--- src/alfs_pkg.sv ---
// Package for the addressable LED frame serializer.
// Holds sizes, command and op codes, and the structs shared by all modules.
// No dependencies.
package alfs_pkg;

    localparam int PIXEL_COUNT = 64;
    localparam int RESET_SLOTS = 48;
    localparam int Q_DEPTH     = 4;

    localparam int IDX_W = $clog2(PIXEL_COUNT);
    localparam int PTR_W = $clog2(PIXEL_COUNT + 1);
    localparam int RS_W  = $clog2(RESET_SLOTS + 1);
    localparam int Q_AW  = $clog2(Q_DEPTH);
    localparam int Q_CW  = $clog2(Q_DEPTH + 1);

    localparam int PIX_W  = 24;
    localparam int DUTY_W = 8;
    localparam int ZBD_W  = 7;

    localparam logic [7:0] GREEN_SCALE = 8'hB0;
    localparam logic [7:0] BLUE_SCALE  = 8'hF0;

    localparam logic [PTR_W-1:0] PIXEL_END = PTR_W'(PIXEL_COUNT);
    localparam logic [RS_W-1:0]  RS_LAST   = RS_W'(RESET_SLOTS);
    localparam logic [4:0]       BIT_LAST  = 5'd23;

    typedef enum logic [1:0] {
        CMD_WRITE = 2'd0,
        CMD_START = 2'd1,
        CMD_TICK  = 2'd2
    } t_cmd;

    typedef enum logic [1:0] {
        OP_WRITE = 2'd0,
        OP_START = 2'd1,
        OP_TICK  = 2'd2
    } t_op_kind;

    typedef enum logic {
        BS_FETCH = 1'b0,
        BS_EMIT  = 1'b1
    } t_bstate;

    typedef struct packed {
        t_op_kind         kind;
        logic [IDX_W-1:0] idx;
        logic [PIX_W-1:0] grb;
    } t_op;

    typedef struct packed {
        logic [DUTY_W-1:0] duty;
        logic              frame_active;
        logic              frame_end;
    } t_result;

    typedef struct packed {
        logic full;
        logic empty;
    } t_q_status;

endpackage

--- src/addressable_led_frame_serializer.sv ---
// Result path: a slot tick's result passes through the op queue, the pixel store read and the
// output register; writes and starts give no result.
// Throughput: writes and starts retire one per cycle while the sequencer is not held in its
// emit state; a slot tick takes a store read, then an emit that waits on the output register.
// Reset: synchronous, active low; clears store valid bits, counters, op queue, output valid at once.
// Top level; depends on alfs_pkg, alfs_front, alfs_queue, alfs_back, alfs_ram.
module addressable_led_frame_serializer (
    input  logic        i_clk,
    input  logic        i_rst_n,
    // configuration: zero-bit compare value
    input  logic        i_cfg_we,
    input  logic [6:0]  i_cfg_wdata,
    // input transactions
    input  logic        push,
    output logic        full,
    input  logic [1:0]  i_command,
    input  logic [7:0]  i_pixel_index,
    input  logic [23:0] i_color,
    // result transactions
    output logic        empty,
    input  logic        pop,
    output logic [7:0]  o_duty,
    output logic        o_frame_active,
    output logic        o_frame_end
);
    import alfs_pkg::*;

    t_op       w_front_op;
    t_op       w_head_op;
    t_q_status w_q_status;
    t_result   w_result;
    logic      w_q_push;
    logic      w_q_pop;
    logic      w_out_valid;

    // Front end: decode and color scaling. Out-of-range writes and
    // unknown commands are dropped here, so the sequencer never sees them.
    alfs_front u_front (
        .i_push        (push),
        .i_command     (i_command),
        .i_pixel_index (i_pixel_index),
        .i_color       (i_color),
        .i_q_status    (w_q_status),
        .o_q_push      (w_q_push),
        .o_op          (w_front_op)
    );

    // Op queue keeps input acceptance going while the sequencer waits
    // on a full output register.
    alfs_queue u_queue (
        .i_clk    (i_clk),
        .i_rst_n  (i_rst_n),
        .i_push   (w_q_push),
        .i_op     (w_front_op),
        .i_pop    (w_q_pop),
        .o_op     (w_head_op),
        .o_status (w_q_status)
    );

    // Sequencer: applies ops in order, so a write during a frame reaches
    // every pixel not yet sent.
    alfs_back u_back (
        .i_clk       (i_clk),
        .i_rst_n     (i_rst_n),
        .i_cfg_we    (i_cfg_we),
        .i_cfg_wdata (i_cfg_wdata),
        .i_op        (w_head_op),
        .i_q_status  (w_q_status),
        .o_q_pop     (w_q_pop),
        .i_pop       (pop),
        .o_out_valid (w_out_valid),
        .o_result    (w_result)
    );

    assign full           = w_q_status.full;
    assign empty          = !w_out_valid;
    assign o_duty         = w_result.duty;
    assign o_frame_active = w_result.frame_active;
    assign o_frame_end    = w_result.frame_end;

endmodule

--- src/alfs_ram.sv ---
// Generic single-write, single-read RAM with registered read data.
// No dependencies.
module alfs_ram #(
    parameter int WIDTH = 24,
    parameter int DEPTH = 64
) (
    input  logic                     i_clk,
    input  logic                     i_we,
    input  logic [$clog2(DEPTH)-1:0] i_waddr,
    input  logic [WIDTH-1:0]         i_wdata,
    input  logic                     i_re,
    input  logic [$clog2(DEPTH)-1:0] i_raddr,
    output logic [WIDTH-1:0]         o_rdata
);

    logic [WIDTH-1:0] r_mem [DEPTH];
    logic [WIDTH-1:0] r_rdata;

    always_ff @(posedge i_clk) begin
        if (i_we) begin
            r_mem[i_waddr] <= i_wdata;
        end
        if (i_re) begin
            r_rdata <= r_mem[i_raddr];
        end
    end

    assign o_rdata = r_rdata;

endmodule

--- src/alfs_front.sv ---
// Front end: decodes accepted transactions into ops and scales colors.
// Depends on alfs_pkg.
module alfs_front (
    input  logic                      i_push,
    input  logic [1:0]                i_command,
    input  logic [7:0]                i_pixel_index,
    input  logic [23:0]               i_color,
    input  alfs_pkg::t_q_status       i_q_status,
    output logic                      o_q_push,
    output alfs_pkg::t_op             o_op
);
    import alfs_pkg::*;

    logic        w_accept;
    logic        w_in_range;
    logic        w_keep;
    logic [15:0] w_g_prod;
    logic [15:0] w_b_prod;

    assign w_accept   = i_push && !i_q_status.full;
    assign w_in_range = {1'b0, i_pixel_index} < 9'(PIXEL_COUNT);

    // green * 176 / 256 and blue * 240 / 256, floor
    assign w_g_prod = 16'(i_color[15:8]) * 16'(GREEN_SCALE);
    assign w_b_prod = 16'(i_color[7:0]) * 16'(BLUE_SCALE);

    always_comb begin
        w_keep       = 1'b0;
        o_op.kind    = OP_TICK;
        o_op.idx     = i_pixel_index[IDX_W-1:0];
        o_op.grb     = {w_g_prod[15:8], i_color[23:16], w_b_prod[15:8]};
        unique case (i_command)
            CMD_WRITE: begin
                o_op.kind = OP_WRITE;
                w_keep    = w_in_range;
            end
            CMD_START: begin
                o_op.kind = OP_START;
                w_keep    = 1'b1;
            end
            CMD_TICK: begin
                o_op.kind = OP_TICK;
                w_keep    = 1'b1;
            end
            default: begin
                w_keep = 1'b0;
            end
        endcase
    end

    // dropped writes and unknown commands never reach the queue
    assign o_q_push = w_accept && w_keep;

endmodule

--- src/alfs_queue.sv ---
// Small op queue between the front end and the frame sequencer.
// Depends on alfs_pkg.
module alfs_queue (
    input  logic                 i_clk,
    input  logic                 i_rst_n,
    input  logic                 i_push,
    input  alfs_pkg::t_op        i_op,
    input  logic                 i_pop,
    output alfs_pkg::t_op        o_op,
    output alfs_pkg::t_q_status  o_status
);
    import alfs_pkg::*;

    t_op             r_mem [Q_DEPTH];
    logic [Q_AW-1:0] r_wr_ptr;
    logic [Q_AW-1:0] r_rd_ptr;
    logic [Q_CW-1:0] r_count;
    logic            w_push;
    logic            w_pop;

    assign o_status.full  = r_count == Q_CW'(Q_DEPTH);
    assign o_status.empty = r_count == '0;
    assign w_push = i_push && !o_status.full;
    assign w_pop  = i_pop && !o_status.empty;
    assign o_op   = r_mem[r_rd_ptr];

    always_ff @(posedge i_clk) begin
        if (w_push) begin
            r_mem[r_wr_ptr] <= i_op;
        end
    end

    always_ff @(posedge i_clk) begin
        if (!i_rst_n) begin
            r_wr_ptr <= '0;
            r_rd_ptr <= '0;
            r_count  <= '0;
        end else begin
            if (w_push) begin
                r_wr_ptr <= (r_wr_ptr == Q_AW'(Q_DEPTH - 1)) ? '0 : r_wr_ptr + 1'b1;
            end
            if (w_pop) begin
                r_rd_ptr <= (r_rd_ptr == Q_AW'(Q_DEPTH - 1)) ? '0 : r_rd_ptr + 1'b1;
            end
            if (w_push && !w_pop) begin
                r_count <= r_count + 1'b1;
            end else if (w_pop && !w_push) begin
                r_count <= r_count - 1'b1;
            end
        end
    end

endmodule

--- src/alfs_back.sv ---
// Frame sequencer: owns the pixel store, runs frames and emits slot results.
// Depends on alfs_pkg and alfs_ram.
module alfs_back (
    input  logic                 i_clk,
    input  logic                 i_rst_n,
    input  logic                 i_cfg_we,
    input  logic [6:0]           i_cfg_wdata,
    input  alfs_pkg::t_op        i_op,
    input  alfs_pkg::t_q_status  i_q_status,
    output logic                 o_q_pop,
    input  logic                 i_pop,
    output logic                 o_out_valid,
    output alfs_pkg::t_result    o_result
);
    import alfs_pkg::*;

    t_bstate           r_state;
    t_bstate           n_state;
    logic              r_busy;
    logic              n_busy;
    logic [PTR_W-1:0]  r_ptr;
    logic [PTR_W-1:0]  n_ptr;
    logic [4:0]        r_bit_pos;
    logic [4:0]        n_bit_pos;
    logic [RS_W-1:0]   r_rs_cnt;
    logic [RS_W-1:0]   n_rs_cnt;
    logic [PIXEL_COUNT-1:0] r_valid;
    logic              r_rd_valid;
    logic [ZBD_W-1:0]  r_zbd;
    logic              r_out_valid;
    t_result           r_out;
    t_result           n_result;

    logic              w_ram_we;
    logic              w_ram_re;
    logic              w_out_free;
    logic              w_emit;
    logic              w_in_data;
    logic [PIX_W-1:0]  w_rdata;
    logic [PIX_W-1:0]  w_word;
    logic              w_bit;
    logic [RS_W-1:0]   w_rs_next;

    alfs_ram #(
        .WIDTH (PIX_W),
        .DEPTH (PIXEL_COUNT)
    ) u_store (
        .i_clk   (i_clk),
        .i_we    (w_ram_we),
        .i_waddr (i_op.idx),
        .i_wdata (i_op.grb),
        .i_re    (w_ram_re),
        .i_raddr (r_ptr[IDX_W-1:0]),
        .o_rdata (w_rdata)
    );

    assign w_out_free = !r_out_valid || i_pop;
    assign w_in_data  = r_ptr < PIXEL_END;

    // next state
    always_comb begin
        n_state = r_state;
        unique case (r_state)
            BS_FETCH: begin
                if (!i_q_status.empty && i_op.kind == OP_TICK) begin
                    n_state = BS_EMIT;
                end
            end
            BS_EMIT: begin
                if (w_out_free) begin
                    n_state = BS_FETCH;
                end
            end
            default: n_state = BS_FETCH;
        endcase
    end

    // state outputs
    always_comb begin
        o_q_pop  = 1'b0;
        w_ram_we = 1'b0;
        w_ram_re = 1'b0;
        w_emit   = 1'b0;
        unique case (r_state)
            BS_FETCH: begin
                o_q_pop  = !i_q_status.empty;
                w_ram_we = !i_q_status.empty && i_op.kind == OP_WRITE;
                w_ram_re = !i_q_status.empty && i_op.kind == OP_TICK;
            end
            BS_EMIT: begin
                w_emit = w_out_free;
            end
            default: ;
        endcase
    end

    // frame counters and slot result
    assign w_word    = r_rd_valid ? w_rdata : '0;
    assign w_bit     = w_word[BIT_LAST - r_bit_pos];
    assign w_rs_next = r_rs_cnt + 1'b1;

    always_comb begin
        n_busy    = r_busy;
        n_ptr     = r_ptr;
        n_bit_pos = r_bit_pos;
        n_rs_cnt  = r_rs_cnt;
        n_result  = '0;
        if (o_q_pop && i_op.kind == OP_START && !r_busy) begin
            n_busy    = 1'b1;
            n_ptr     = '0;
            n_bit_pos = '0;
            n_rs_cnt  = '0;
        end
        if (w_emit && r_busy) begin
            n_result.frame_active = 1'b1;
            if (w_in_data) begin
                n_result.duty = w_bit ? {r_zbd, 1'b0} : {1'b0, r_zbd};
                if (r_bit_pos == BIT_LAST) begin
                    n_bit_pos = '0;
                    n_ptr     = r_ptr + 1'b1;
                end else begin
                    n_bit_pos = r_bit_pos + 1'b1;
                end
            end else begin
                n_rs_cnt = w_rs_next;
                if (w_rs_next >= RS_LAST) begin
                    n_result.frame_end = 1'b1;
                    n_busy    = 1'b0;
                    n_ptr     = '0;
                    n_bit_pos = '0;
                    n_rs_cnt  = '0;
                end
            end
        end
    end

    always_ff @(posedge i_clk) begin
        if (!i_rst_n) begin
            r_state     <= BS_FETCH;
            r_busy      <= 1'b0;
            r_ptr       <= '0;
            r_bit_pos   <= '0;
            r_rs_cnt    <= '0;
            r_valid     <= '0;
            r_rd_valid  <= 1'b0;
            r_zbd       <= ZBD_W'(19);
            r_out_valid <= 1'b0;
        end else begin
            r_state   <= n_state;
            r_busy    <= n_busy;
            r_ptr     <= n_ptr;
            r_bit_pos <= n_bit_pos;
            r_rs_cnt  <= n_rs_cnt;
            if (i_cfg_we) begin
                r_zbd <= i_cfg_wdata;
            end
            if (w_ram_we) begin
                r_valid[i_op.idx] <= 1'b1;
            end
            if (w_ram_re) begin
                r_rd_valid <= w_in_data && r_valid[r_ptr[IDX_W-1:0]];
            end
            if (w_emit) begin
                r_out_valid <= 1'b1;
            end else if (i_pop) begin
                r_out_valid <= 1'b0;
            end
        end
    end

    always_ff @(posedge i_clk) begin
        if (w_emit) begin
            r_out <= n_result;
        end
    end

    assign o_out_valid = r_out_valid;
    assign o_result    = r_out;

endmodule

--- config.mk ---
export PLATFORM = sky130hd
export DESIGN_NAME = addressable_led_frame_serializer
export DESIGN_NICKNAME = d
export VERILOG_FILES = /design/src/alfs_pkg.sv /design/src/addressable_led_frame_serializer.sv /design/src/alfs_ram.sv /design/src/alfs_front.sv /design/src/alfs_queue.sv /design/src/alfs_back.sv
export SDC_FILE = /design/constraint.sdc
export NUM_CORES = 2
export LEC_CHECK = 0
export BUFFER_PORTS_ARGS = -buffer_cell sky130_fd_sc_hd__clkbuf_2
export CORE_MARGIN = 2
export CORE_UTILIZATION = 55
export CTS_CLUSTER_DIAMETER = 40
export DETAILED_ROUTE_END_ITERATION = 8
export GPL_ROUTABILITY_DRIVEN = 0
export HOLD_SLACK_MARGIN = 0.15
export PLACE_DENSITY = 0.77
export SLEW_MARGIN = 15
export SYNTH_ARGS = -nofsm -noshare
export SYNTH_HDL_FRONTEND = slang
export SYNTH_SLANG_ARGS = --single-unit
--- constraint.sdc ---
create_clock -name i_clk -period 6 [get_ports i_clk]
set_input_delay 0.6 -clock i_clk [delete_from_list [all_inputs] [get_ports i_clk]]
set_output_delay 0.6 -clock i_clk [all_outputs]
set_load 0.05 [all_outputs]
==> flow_summary.yaml <==
run_status:
  status: "complete, no violations"
die:
  core_um2: 126000
  start_util: 0.555
  die_h_um: 360
  ios: 58
  fp.dieArea_um2: 130000
  rows: 130
  die_x_um: 360
critical_path:
  cp_max_fo: 27
  endpoint_kind: "flip-flop"
  startpoint_type: "flip-flop"
  required_ns: 6.42
  worstSetupPathType: "flip-flop to flip-flop"
  worstPathArrival_ns: 4.25
clock_tree:
  cts_htree_levels: 4
  clkSinkCount: 1800
  root_buffer: "clkbuf_16"
  clk_path_buf_depth: 3
  cts_buffers: 184
  clk_pin_slew_ns: 0.06
  postCtsHoldBufs: 21
  cts_resized: 0
  cts_tree: "yes"
  cts_setup_buffers: 0
  worstSkewPairLatency_ns: 0.81
final_layout:
  antenna_cells: 0
  final_core_util: 0.628
  fillers: 7778
  stdcell_count: 5102
  mostFrequentLayoutCell: "edfxtp_1"
  layout.nets: 3403
  layout-drive-gt1-share: 0.308
  area_growth_pct: 13.1
  final_cell_mix: "1698 x edfxtp_1, 532 x mux4_2, 186 x clkbuf_16, 98 x buf_4, 97 x dfxtp_1"
power:
  power_mw: 31.0
  vdd_ir_drop_max_uv: 540
  p_per_area_nw_per_um2: 393
  power.leakage_nw: 24.4
synthesis:
  synth_top_area_frac: 0.731
  synth_edf_count: 1698
  synthCells: 3079
  ys_types: 55
  synthFlopType: "edfxtp_1"
  synth_seq_cells: 1800
  avgSynthCellArea_um2: 22.7
  async_reset_ff_frac: 0
  synth_area_um2: 69800
  synth_top_area_cell: "edfxtp_1"
  syn_nets: 3189
  yosysWarningCount: 0
  ys_seq_area_frac: 0.760
  synthTopCellsByArea: "edfxtp_1 73%, mux4_2 17%, dfxtp_1 2.9%, ha_1 0.84%, o21a_1 0.74%"
timing:
  setup_viol: 0
  fmax_ghz: 0.261
  slew_headroom: 0.225
  fin_skew_ns: 0.0295
  rsz0062_at_grt: "no"
  min_period_over_period: 0.637
  final_max_slew_viol_count: 0
  worstMarginPinSlew_ns: 1.16
  setup_tns_ns: 0
  finalHoldViolCount: 0
  period_minus_slack_ns: 3.82
global_route:
  globalRouteOverflowTotal: 0
  track_usage: 0.265
  grt_max_degree: 117
  grt_pass1_wl_mm: 247
  antenna_found_initial: 9
  grt_pass1_vias: 34684
placed_design:
  port_buffers: 57
  dp.cells: 4736
  dpl.hpwl_mm: 93.3
detailed_routing:
  initialDrtViolationCount: 4859
  drt_wl_total_mm: 170
  drt_pass1_iterations: 8
  drcViolationCount: 0
  vias_per_cell: 6.68
  routedWlPerCell_um: 33.4
  vias: 34103
  drtAntennaViolNets: 0
hold_path:
  hold_class: "input pin to flip-flop"
run:
  cap_viol_max_count: 0
==> layout make-up <==
cell class / count / area, µm² / area share
flip-flops and latches: 1800 / 53000 / 0.672
multi-input cells: 1074 / 16100 / 0.203
clock buffers: 227 / 4890 / 0.0619
well taps: 1650 / 2060 / 0.0262
repair buffers: 185 / 1430 / 0.0181
clock inverters: 118 / 1260 / 0.0159
inverters: 48 / 180 / 0.00228
==> stage by stage <==
step           setup slack (ns)  area [µm²]  hold slack, ns
2_1_floorplan              2.67       69800           0.435
3_3_place_gp               2.10       72600           0.441
3_5_place_dp               2.09       72600           0.452
4_1_cts                    2.10       78900           0.182
5_1_grt                    2.00       78900           0.253
6_report                   2.18       78900           0.228
==> worst paths after layout <==
check	start	to	slack (ns)	cells past startpoint
hold / removal	i_cfg_we	u_back.r_zbd[0]	0.23	3
setup reg to reg	flip-flop	u_back.u_store.r_mem[29][5]	2.18	4
hold reg to reg	u_back.r_valid[21]	u_back.r_valid[21]	0.47	1
setup / recovery	flip-flop	u_back.u_store.r_mem[29][5]	2.18	4
==> sequential cells by signal, indices dropped and copies added (netlist names), named ones only <==
name,cells
u_queue.r_rd_ptr,2
u_back.r_busy,1
u_queue.r_count,3
u_back.r_ptr,7
u_back.r_rd_valid,1
u_back.r_zbd,7
u_queue.r_wr_ptr,2
u_back.o_out_valid,1
u_queue.r_mem,128
u_back.u_store.r_mem,1536
u_back.r_state,1
u_back.o_result,10
u_back.u_store.o_rdata,24
u_back.r_valid,64
u_back.r_rs_cnt,6
u_back.r_bit_pos,5
==> report_power, final <==
group	total, mW	switching, mW	leakage, nW	internal (mW)
Combinational	3.58	2.98	5.29	0.598
Clock	11.5	4.89	2.96	6.60
Sequential	15.9	0.110	16.1	15.8
==> synthesized netlist by cell type (all sizes together) (24+ instances only) <==
cell       n
edfxtp  1698
mux4     534
nor2     103
dfxtp    102
clkbuf    79
buf       78
o21a      69
nand2     66
a22oi     48
inv       48
ha        47
mux2i     24
==> per-layer routing <==
metal,GRT usage,share of wire,routed length (µm)
met1,0.354,0.36,60800
met2,0.439,0.51,86200
met3,0.0507,0.099,16900
met4,0.0988,0.037,6370
met5,0,0.00016,27
==> logic make-up (layout without fill, tap and decap cells) <==
family                   after synthesis  in the layout  synth area share
buffers and inverters                205            578            0.0131
AND/OR/NAND/NOR                      260            260            0.0176
adder cells (fa/ha/maj)               64             64            0.0133
multiplexers                         558            558             0.176
AO/OA/AOI/OAI                        179            179            0.0183
XOR/XNOR                              13             13           0.00163
flip-flops                          1800           1800             0.760
==> critical path, cell delays in order, from the launching register on <==
cell	delay [ns]
dfxtp_2	0.44
buf_4	0.51
mux4_2	0.69
nand3b_1	0.78
nor2_4	0.98
No activity file was read; power rests on OpenSTA's default activity.
